===== config.mk =====
export PLATFORM = sky130hd
export DESIGN_NAME = contiguous_page_allocator_unit_flat
export DESIGN_NICKNAME = d
export VERILOG_FILES = /design/src/hdl/cpa_pkg.sv /design/src/hdl/cpa_if.sv /design/src/hdl/cpa_ram.sv /design/src/hdl/cpa_engine.sv /design/src/hdl/contiguous_page_allocator_unit.sv /design/src/flat_wrapper.sv
export SDC_FILE = /design/constraint.sdc
export NUM_CORES = 2
export LEC_CHECK = 0
export ABC_CLOCK_PERIOD_IN_PS = 8800
export BUFFER_PORTS_ARGS = -buffer_cell sky130_fd_sc_hd__buf_2
export CAP_MARGIN = 20
export CORE_UTILIZATION = 55
export CTS_BUF_LIST = sky130_fd_sc_hd__clkbuf_2
export DETAILED_ROUTE_END_ITERATION = 10
export PLACE_DENSITY = 0.7
export SLEW_MARGIN = 40
export SYNTH_ARGS = -nofsm -noshare
export SYNTH_HDL_FRONTEND = slang
export SYNTH_HIERARCHICAL = 1
export SYNTH_MEMORY_MAX_BITS = 65536
export SYNTH_SLANG_ARGS = --single-unit

===== constraint.sdc =====
create_clock -name clk -period 8.8 [get_ports clk]
set_clock_uncertainty 0.2 [all_clocks]
set_input_delay 1.76 -clock clk [delete_from_list [all_inputs] [get_ports clk]]
set_output_delay 1.76 -clock clk [all_outputs]
set_load 0.03 [all_outputs]

===== src/hdl/cpa_pkg.sv =====
// ----------------------------------------------------------------------------
// cpa_pkg
// Shared types and constants of the contiguous page allocator.
// ----------------------------------------------------------------------------
package cpa_pkg;

  localparam int NEED_W  = 9;
  localparam int OWNER_W = 8;
  localparam int IDX_W   = 8;
  localparam int LEN_W   = 9;
  localparam int COUNT_W = 9;

  localparam logic KIND_ALLOC = 1'b0;
  localparam logic KIND_FREE  = 1'b1;

  localparam logic STATUS_DONE     = 1'b0;
  localparam logic STATUS_NO_SPACE = 1'b1;

  // one page table entry as stored in the page ram
  typedef struct packed {
    logic [OWNER_W-1:0] owner;
    logic               alloc;
    logic [LEN_W-1:0]   len;
  } page_word_t;

  localparam int WORD_W = $bits(page_word_t);

  typedef struct packed {
    logic              kind;
    logic [NEED_W-1:0] pages_needed;
    logic [OWNER_W-1:0] owner;
    logic [IDX_W-1:0]  page_index;
  } req_t;

  typedef struct packed {
    logic               status;
    logic [IDX_W-1:0]   head_index;
    logic [COUNT_W-1:0] pages_freed;
    logic [COUNT_W-1:0] free_pages;
  } res_t;

endpackage


===== src/hdl/cpa_if.sv =====
// ----------------------------------------------------------------------------
// cpa_if
// Valid/ready channel interfaces for requests and results.
// ----------------------------------------------------------------------------
interface cpa_in_if;
  logic                       valid;
  logic                       ready;
  logic                       kind;
  logic [cpa_pkg::NEED_W-1:0] pages_needed;
  logic [cpa_pkg::OWNER_W-1:0] owner;
  logic [cpa_pkg::IDX_W-1:0]  page_index;

  modport source (output valid, output kind, output pages_needed, output owner,
                  output page_index, input ready);
  modport sink (input valid, input kind, input pages_needed, input owner,
                input page_index, output ready);
endinterface

interface cpa_out_if;
  logic                        valid;
  logic                        ready;
  logic                        status;
  logic [cpa_pkg::IDX_W-1:0]   head_index;
  logic [cpa_pkg::COUNT_W-1:0] pages_freed;
  logic [cpa_pkg::COUNT_W-1:0] free_pages;

  modport source (output valid, output status, output head_index,
                  output pages_freed, output free_pages, input ready);
  modport sink (input valid, input status, input head_index,
                input pages_freed, input free_pages, output ready);
endinterface


===== src/hdl/cpa_ram.sv =====
// ----------------------------------------------------------------------------
// cpa_ram
// Generic simple dual-port ram, one write and one registered read port.
// ----------------------------------------------------------------------------
module cpa_ram #(
  parameter int WIDTH = 8,
  parameter int DEPTH = 256
) (
  input  logic                                     clk,
  input  logic                                     we,
  input  logic [(DEPTH > 1 ? $clog2(DEPTH) : 1)-1:0] waddr,
  input  logic [WIDTH-1:0]                         wdata,
  input  logic [(DEPTH > 1 ? $clog2(DEPTH) : 1)-1:0] raddr,
  output logic [WIDTH-1:0]                         rdata
);

  logic [WIDTH-1:0] mem [DEPTH];

  always_ff @(posedge clk) begin
    if (we) begin
      mem[waddr] <= wdata;
    end
    rdata <= mem[raddr];
  end

endmodule


===== src/hdl/cpa_engine.sv =====
// ----------------------------------------------------------------------------
// cpa_engine
// Sequencer that walks the page ram one entry per cycle for clear, first-fit
// search, run marking and run release.
// ----------------------------------------------------------------------------
module cpa_engine #(
  parameter int NUM_PAGES = 256
) (
  input  logic           clk,
  input  logic           rst_n,
  input  logic           in_valid,
  output logic           in_ready,
  input  cpa_pkg::req_t  req,
  output logic           res_valid,
  input  logic           res_take,
  output cpa_pkg::res_t  res
);

  localparam int AW = NUM_PAGES > 1 ? $clog2(NUM_PAGES) : 1;
  localparam int FW = $clog2(NUM_PAGES + 1);
  localparam int CW = FW > cpa_pkg::NEED_W ? FW : cpa_pkg::NEED_W;
  localparam logic [AW:0]   LAST_W = (AW + 1)'(NUM_PAGES - 1);
  localparam logic [AW-1:0] LAST_A = AW'(NUM_PAGES - 1);

  localparam logic [2:0] S_CLR  = 3'd0;
  localparam logic [2:0] S_IDLE = 3'd1;
  localparam logic [2:0] S_SCAN = 3'd2;
  localparam logic [2:0] S_MARK = 3'd3;
  localparam logic [2:0] S_FREE = 3'd4;
  localparam logic [2:0] S_RESP = 3'd5;

  logic [2:0]                  state_r, state_nxt;
  logic [AW:0]                 cnt_r, cnt_nxt;
  logic                        pend_r, pend_nxt;
  logic [AW-1:0]               pidx_r, pidx_nxt;
  logic [cpa_pkg::NEED_W-1:0]  need_r, need_nxt;
  logic [cpa_pkg::OWNER_W-1:0] owner_r, owner_nxt;
  logic [cpa_pkg::NEED_W-1:0]  left_r, left_nxt;
  logic [AW-1:0]               head_r, head_nxt;
  logic [AW-1:0]               mk_r, mk_nxt;
  logic [cpa_pkg::NEED_W-1:0]  mleft_r, mleft_nxt;
  logic [cpa_pkg::LEN_W-1:0]   off_r, off_nxt;
  logic [cpa_pkg::LEN_W-1:0]   len_r, len_nxt;
  logic                        first_r, first_nxt;
  logic [FW-1:0]               freed_r, freed_nxt;
  logic [FW-1:0]               fcnt_r, fcnt_nxt;
  cpa_pkg::res_t               res_r, res_nxt;

  logic                        we;
  logic [AW-1:0]               waddr;
  cpa_pkg::page_word_t         wword;
  cpa_pkg::page_word_t         rword;
  logic [cpa_pkg::WORD_W-1:0]  rdata;
  logic                        issue;
  logic [cpa_pkg::LEN_W-1:0]   len_eff;
  logic [FW-1:0]               freed_sum;
  logic [FW-1:0]               fcnt_sub;
  logic [FW-1:0]               fcnt_add;

  cpa_ram #(
    .WIDTH (cpa_pkg::WORD_W),
    .DEPTH (NUM_PAGES)
  ) u_page_ram (
    .clk   (clk),
    .we    (we),
    .waddr (waddr),
    .wdata (wword),
    .raddr (cnt_r[AW-1:0]),
    .rdata (rdata)
  );

  assign rword     = rdata;
  assign in_ready  = (state_r == S_IDLE);
  assign res_valid = (state_r == S_RESP);
  assign res       = res_r;
  assign issue     = (cnt_r <= LAST_W);
  assign len_eff   = first_r ? rword.len : len_r;
  assign freed_sum = freed_r + FW'(rword.alloc);
  assign fcnt_sub  = fcnt_r - FW'(need_r);
  assign fcnt_add  = fcnt_r + freed_sum;

  always_comb begin
    state_nxt = state_r;
    cnt_nxt   = cnt_r;
    pend_nxt  = 1'b0;
    pidx_nxt  = cnt_r[AW-1:0];
    need_nxt  = need_r;
    owner_nxt = owner_r;
    left_nxt  = left_r;
    head_nxt  = head_r;
    mk_nxt    = mk_r;
    mleft_nxt = mleft_r;
    off_nxt   = off_r;
    len_nxt   = len_r;
    first_nxt = first_r;
    freed_nxt = freed_r;
    fcnt_nxt  = fcnt_r;
    res_nxt   = res_r;
    we        = 1'b0;
    waddr     = cnt_r[AW-1:0];
    wword     = '{owner: '0, alloc: 1'b0, len: cpa_pkg::LEN_W'(1)};

    unique case (state_r)
      S_CLR: begin
        // reset sweep: every page free with length one
        we      = 1'b1;
        cnt_nxt = cnt_r + 1'b1;
        if (cnt_r == LAST_W) begin
          state_nxt = S_IDLE;
        end
      end

      S_IDLE: begin
        if (in_valid) begin
          need_nxt  = req.pages_needed;
          owner_nxt = req.owner;
          if (req.kind == cpa_pkg::KIND_ALLOC) begin
            if (req.pages_needed == '0 || CW'(fcnt_r) < CW'(req.pages_needed)) begin
              res_nxt   = '{status: cpa_pkg::STATUS_NO_SPACE, head_index: '0,
                            pages_freed: '0, free_pages: cpa_pkg::COUNT_W'(fcnt_r)};
              state_nxt = S_RESP;
            end else begin
              cnt_nxt   = '0;
              left_nxt  = req.pages_needed;
              head_nxt  = '0;
              state_nxt = S_SCAN;
            end
          end else begin
            if (int'(req.page_index) >= NUM_PAGES) begin
              res_nxt   = '{status: cpa_pkg::STATUS_DONE, head_index: '0,
                            pages_freed: '0, free_pages: cpa_pkg::COUNT_W'(fcnt_r)};
              state_nxt = S_RESP;
            end else begin
              cnt_nxt   = (AW + 1)'(req.page_index);
              first_nxt = 1'b1;
              off_nxt   = '0;
              freed_nxt = '0;
              state_nxt = S_FREE;
            end
          end
        end
      end

      S_SCAN: begin
        if (issue) begin
          cnt_nxt  = cnt_r + 1'b1;
          pend_nxt = 1'b1;
        end
        if (pend_r) begin
          if (rword.alloc) begin
            left_nxt = need_r;
            head_nxt = pidx_r + 1'b1;
          end else begin
            left_nxt = left_r - 1'b1;
          end
          if (!rword.alloc && left_r == cpa_pkg::NEED_W'(1)) begin
            mk_nxt    = head_r;
            mleft_nxt = need_r;
            pend_nxt  = 1'b0;
            state_nxt = S_MARK;
          end else if (pidx_r == LAST_A) begin
            res_nxt   = '{status: cpa_pkg::STATUS_NO_SPACE, head_index: '0,
                          pages_freed: '0, free_pages: cpa_pkg::COUNT_W'(fcnt_r)};
            pend_nxt  = 1'b0;
            state_nxt = S_RESP;
          end
        end
      end

      S_MARK: begin
        we        = 1'b1;
        waddr     = mk_r;
        wword     = '{owner: owner_r, alloc: 1'b1,
                      len: (mk_r == head_r) ? need_r : cpa_pkg::LEN_W'(1)};
        mk_nxt    = mk_r + 1'b1;
        mleft_nxt = mleft_r - 1'b1;
        if (mleft_r == cpa_pkg::NEED_W'(1)) begin
          fcnt_nxt  = fcnt_sub;
          res_nxt   = '{status: cpa_pkg::STATUS_DONE,
                        head_index: cpa_pkg::IDX_W'(head_r),
                        pages_freed: '0, free_pages: cpa_pkg::COUNT_W'(fcnt_sub)};
          state_nxt = S_RESP;
        end
      end

      S_FREE: begin
        if (issue) begin
          cnt_nxt  = cnt_r + 1'b1;
          pend_nxt = 1'b1;
        end
        if (pend_r) begin
          // head entry gives the run length, later entries just get cleared
          len_nxt   = len_eff;
          first_nxt = 1'b0;
          we        = 1'b1;
          waddr     = pidx_r;
          wword     = '{owner: rword.owner, alloc: 1'b0, len: cpa_pkg::LEN_W'(1)};
          freed_nxt = freed_sum;
          off_nxt   = off_r + 1'b1;
          if (off_r + 1'b1 == len_eff || pidx_r == LAST_A) begin
            fcnt_nxt  = fcnt_add;
            res_nxt   = '{status: cpa_pkg::STATUS_DONE, head_index: '0,
                          pages_freed: cpa_pkg::COUNT_W'(freed_sum),
                          free_pages: cpa_pkg::COUNT_W'(fcnt_add)};
            pend_nxt  = 1'b0;
            state_nxt = S_RESP;
          end
        end
      end

      S_RESP: begin
        if (res_take) begin
          state_nxt = S_IDLE;
        end
      end

      default: begin
        state_nxt = S_IDLE;
      end
    endcase
  end

  always_ff @(posedge clk) begin
    if (!rst_n) begin
      state_r <= S_CLR;
      cnt_r   <= '0;
      pend_r  <= 1'b0;
      fcnt_r  <= FW'(NUM_PAGES);
    end else begin
      state_r <= state_nxt;
      cnt_r   <= cnt_nxt;
      pend_r  <= pend_nxt;
      fcnt_r  <= fcnt_nxt;
    end
  end

  always_ff @(posedge clk) begin
    pidx_r  <= pidx_nxt;
    need_r  <= need_nxt;
    owner_r <= owner_nxt;
    left_r  <= left_nxt;
    head_r  <= head_nxt;
    mk_r    <= mk_nxt;
    mleft_r <= mleft_nxt;
    off_r   <= off_nxt;
    len_r   <= len_nxt;
    first_r <= first_nxt;
    freed_r <= freed_nxt;
    res_r   <= res_nxt;
  end

endmodule


===== src/hdl/contiguous_page_allocator_unit.sv =====
// ----------------------------------------------------------------------------
// contiguous_page_allocator_unit
// First-fit contiguous page allocator with an output result register.
// ----------------------------------------------------------------------------
//  channel  | dir | handshake      | payload
//  in_ch    | in  | valid / ready  | kind, pages_needed, owner, page_index
//  out_ch   | out | valid / ready  | status, head_index, pages_freed, free_pages
//
//  allocate: accept, a scan of one page ram entry per cycle, marking of
//  pages_needed entries and a result
//  free: clears the run; refused or out-of-range requests go to the result
//  after reset a clearing pass over all NUM_PAGES entries holds in_ch.ready low
//  a result waits in the output register; the engine stalls only if a second
//  result is ready while the first has not been taken
// ----------------------------------------------------------------------------
module contiguous_page_allocator_unit #(
  parameter int NUM_PAGES = 256
) (
  input logic        clk,
  input logic        rst_n,
  cpa_in_if.sink     in_ch,
  cpa_out_if.source  out_ch
);

  cpa_pkg::req_t req;
  cpa_pkg::res_t res;
  cpa_pkg::res_t out_res_r;
  logic          out_valid_r, out_valid_nxt;
  logic          res_valid;
  logic          res_take;
  logic          res_load;

  assign req = '{kind: in_ch.kind, pages_needed: in_ch.pages_needed,
                 owner: in_ch.owner, page_index: in_ch.page_index};

  cpa_engine #(
    .NUM_PAGES (NUM_PAGES)
  ) u_engine (
    .clk       (clk),
    .rst_n     (rst_n),
    .in_valid  (in_ch.valid),
    .in_ready  (in_ch.ready),
    .req       (req),
    .res_valid (res_valid),
    .res_take  (res_take),
    .res       (res)
  );

  // output slot is free when empty or being drained this cycle
  assign res_take = !out_valid_r || out_ch.ready;
  assign res_load = res_valid && res_take;

  always_comb begin
    out_valid_nxt = out_valid_r;
    if (res_load) begin
      out_valid_nxt = 1'b1;
    end else if (out_ch.ready) begin
      out_valid_nxt = 1'b0;
    end
  end

  always_ff @(posedge clk) begin
    if (!rst_n) begin
      out_valid_r <= 1'b0;
    end else begin
      out_valid_r <= out_valid_nxt;
    end
  end

  always_ff @(posedge clk) begin
    if (res_load) begin
      out_res_r <= res;
    end
  end

  assign out_ch.valid       = out_valid_r;
  assign out_ch.status      = out_res_r.status;
  assign out_ch.head_index  = out_res_r.head_index;
  assign out_ch.pages_freed = out_res_r.pages_freed;
  assign out_ch.free_pages  = out_res_r.free_pages;

endmodule


===== src/flat_wrapper.sv =====
// flat-port wrapper written by rule: the top's interface ports become plain ports
module contiguous_page_allocator_unit_flat 
#(
  parameter int NUM_PAGES = 256
)
  (clk, rst_n, in_ch_valid, in_ch_kind, in_ch_pages_needed, in_ch_owner, in_ch_page_index, in_ch_ready, out_ch_valid, out_ch_status, out_ch_head_index, out_ch_pages_freed, out_ch_free_pages, out_ch_ready);
  cpa_in_if in_ch_i ();
  cpa_out_if out_ch_i ();
  input logic clk;
  input logic rst_n;
  input wire logic [$bits(in_ch_i.valid)-1:0] in_ch_valid;
  input wire logic [$bits(in_ch_i.kind)-1:0] in_ch_kind;
  input wire logic [$bits(in_ch_i.pages_needed)-1:0] in_ch_pages_needed;
  input wire logic [$bits(in_ch_i.owner)-1:0] in_ch_owner;
  input wire logic [$bits(in_ch_i.page_index)-1:0] in_ch_page_index;
  output wire logic [$bits(in_ch_i.ready)-1:0] in_ch_ready;
  output wire logic [$bits(out_ch_i.valid)-1:0] out_ch_valid;
  output wire logic [$bits(out_ch_i.status)-1:0] out_ch_status;
  output wire logic [$bits(out_ch_i.head_index)-1:0] out_ch_head_index;
  output wire logic [$bits(out_ch_i.pages_freed)-1:0] out_ch_pages_freed;
  output wire logic [$bits(out_ch_i.free_pages)-1:0] out_ch_free_pages;
  input wire logic [$bits(out_ch_i.ready)-1:0] out_ch_ready;
  assign in_ch_i.valid = in_ch_valid;
  assign in_ch_i.kind = in_ch_kind;
  assign in_ch_i.pages_needed = in_ch_pages_needed;
  assign in_ch_i.owner = in_ch_owner;
  assign in_ch_i.page_index = in_ch_page_index;
  assign in_ch_ready = in_ch_i.ready;
  assign out_ch_valid = out_ch_i.valid;
  assign out_ch_status = out_ch_i.status;
  assign out_ch_head_index = out_ch_i.head_index;
  assign out_ch_pages_freed = out_ch_i.pages_freed;
  assign out_ch_free_pages = out_ch_i.free_pages;
  assign out_ch_i.ready = out_ch_ready;
  contiguous_page_allocator_unit #(.NUM_PAGES(NUM_PAGES)) u_core (.clk(clk), .rst_n(rst_n), .in_ch(in_ch_i), .out_ch(out_ch_i));
endmodule

==> flow_summary.yaml <==
finish:
  area_delta_synth_final_pct: 7.51
  nets: 6168
  mostFrequentLayoutCells: "edfxtp_1 (2685), clkbuf_2 (951), mux4_2 (480)"
  final_common_cell: "edfxtp_1"
  regArea_sq_um: 81500
  layout-drive-gt1-share: 0.303
  fill_cells: 14554
  multi_input_area_sq_um: 25500
critical_path:
  cpMaxStageDelayCell: "dfxtp_1"
  critPathCaptureType: "flip-flop"
  startpoint_type: "flip-flop"
  critPathRequiredTime_ns: 9.94
  cpPeakStageDelay_ns: 0.86
  crit_type: "reg -> reg"
  crit_path_frequent_cell: "nand2_1"
  crit_buf_inv: 3
  crit_chain: "nor2b_1, nand2_1, buf_4, inv_8, nor2_1, nand2_1, nand2_1, nor2b_1, nand3_2, buf_4, nor2_2"
  critical-path-top-delay-family: "simple AND/OR/NAND/NOR gates"
  cp_max_fo: 122
  cp.arrival_ns: 7.36
sta:
  max-slew-margin-rel: 0.223
  final_hold_viol_count: 0
  setup_tns_ns: 0
  finalCritPeriodShare: 0.707
  final.setup.worst_slack_ns: 2.58
  fin_crit_ns: 6.22
  worst_slew_pin_slew_ns: 1.17
  drv_slew: 0
  fmax_ghz: 0.161
  final-setup-viol-count: 0
  rsz0062_at_grt: "no"
logic_synthesis:
  avgSynthCellArea_sq_um: 19.0
  syn_inst: 5774
  syn_nets: 5841
  ys_warn_count: 6
  synthesis.area_sq_um: 109000
detailed_routing:
  vias: 57338
  ant_nets: 0
  drc_errors: 0
  postRouteWirelength_mm: 262
  wire_per_inst_um: 28.6
  drt-pass1-iter-count: 6
  viasPerCell: 6.25
  first_iter_violations: 6658
floorplanning:
  die_area_sq_um: 201000
  die_w_um: 448
  initial_utilization: 0.554
  fp.coreArea_sq_um: 197000
  ioPinCount: 59
  die-height_um: 448
  num_rows: 163
clocking:
  cts_sinks: 2726
  cts_max_level: 6
  cts.clk_slew.worst_paths_ns: 0.11
  clkLatencyLatePin_ns: 1.84
  cts_root_buf: "clkbuf_2"
  cts_tree: "built"
  cts_made_buffers: 671
  cts_setup_buffers: 0
  cts.hold.buffers_added: 22
  clk_path_buf_depth: 4
  cts_resized: 0
power_and_ir_drop:
  power.density_nw_per_um2: 237
  vdd_drop_max_uv: 239
  p_leak_nw: 33.7
global_routing:
  grt_pass1_wl_mm: 380
  gr-total-overflow: 0
  grt_pass1_vias: 57239
  track_usage: 0.263
  grt_max_degree: 140
  antenna_found_initial: 5
placed_design:
  gp_congestion: 0.890
  place_ws_ns: 2.73
  dp_hpwl_mm: 160
  io_buffers: 50
outcome:
  status: "finished clean"
job:
  drv_cap: 0
hold_path:
  hp-class: "reg -> reg"
power by group:
part / leakage, nW / internal, mW / switching, mW
logic: 8.19 / 1.80 / 3.69
registers: 21.2 / 14.4 / 0.204
clock network: 4.32 / 3.02 / 4.78
layout make-up:
cell class                 count  share of cell area
clock inverter               141             0.00599
inverter                      39             0.00136
timing repair buffer         185              0.0151
clock buffer                 951              0.0405
antenna                        7            0.000149
tap                         2640              0.0281
multi-input combinational   2478               0.216
sequential                  2726               0.692
per-stage QoR:
stage                     instances  instance area, sq um  total power [mW]  utilization  hold WS (ns)
after floorplan                5774                109000              18.8            -         0.147
after global placement         8022                111000              20.1        0.561         0.203
after detailed placement       8043                112000              20.2        0.566         0.205
after CTS                      9157                117000              28.0        0.595        0.0876
after global routing           9165                118000              28.9        0.596         0.215
final                          9167                118000              27.9        0.596         0.190
path summary, 6_finish.rpt:
kind,startpoint,end,slack (ns),cells past startpoint
hold reg to reg,u_core/u_engine/res[25],u_core/out_ch.head_index[7],0.19,0
setup reg to reg,u_core/u_engine/state_r[2],u_core/u_engine/u_page_ram/mem[18][6],2.58,11
setup / recovery,u_core/u_engine/state_r[2],u_core/u_engine/u_page_ram/mem[18][6],2.58,11
hold / removal,u_core/u_engine/res[25],u_core/out_ch.head_index[7],0.19,0
registers in the layout, summed over array words and instances (netlist names), 3 cells and up:
| name | cells |
|---|---|
| u_core/u_engine/cnt_r | 9 |
| u_core/u_engine/mk_r | 8 |
| u_core/u_engine/left_r | 9 |
| u_core/out_ch.free_pages | 9 |
| u_core/u_engine/fcnt_r | 9 |
| u_core/u_engine/pidx_r | 8 |
| u_core/u_engine/len_r | 9 |
| u_core/out_ch.pages_freed | 9 |
| u_core/u_engine/res | 27 |
| u_core/u_engine/need_r | 9 |
| u_core/u_engine/off_r | 9 |
| u_core/u_engine/u_page_ram/rdata | 10 |
| u_core/u_engine/mleft_r | 9 |
| u_core/u_engine/state_r | 3 |
| u_core/u_engine/freed_r | 9 |
| u_core/u_engine/head_r | 8 |
| u_core/out_ch.head_index | 8 |
| u_core/u_engine/u_page_ram/mem | 2560 |
layer usage:
metal / wire (um) / vias to the layer above / GRT usage
met2: 125000 / 3029 / 0.404
met4: 9090 / 2 / 0.106
met3: 27100 / 480 / 0.0687
li1: - / 24416 / -
met1: 101000 / 29411 / 0.360
met5: 8 / - / 0
Power figures use the tool's default switching activity.
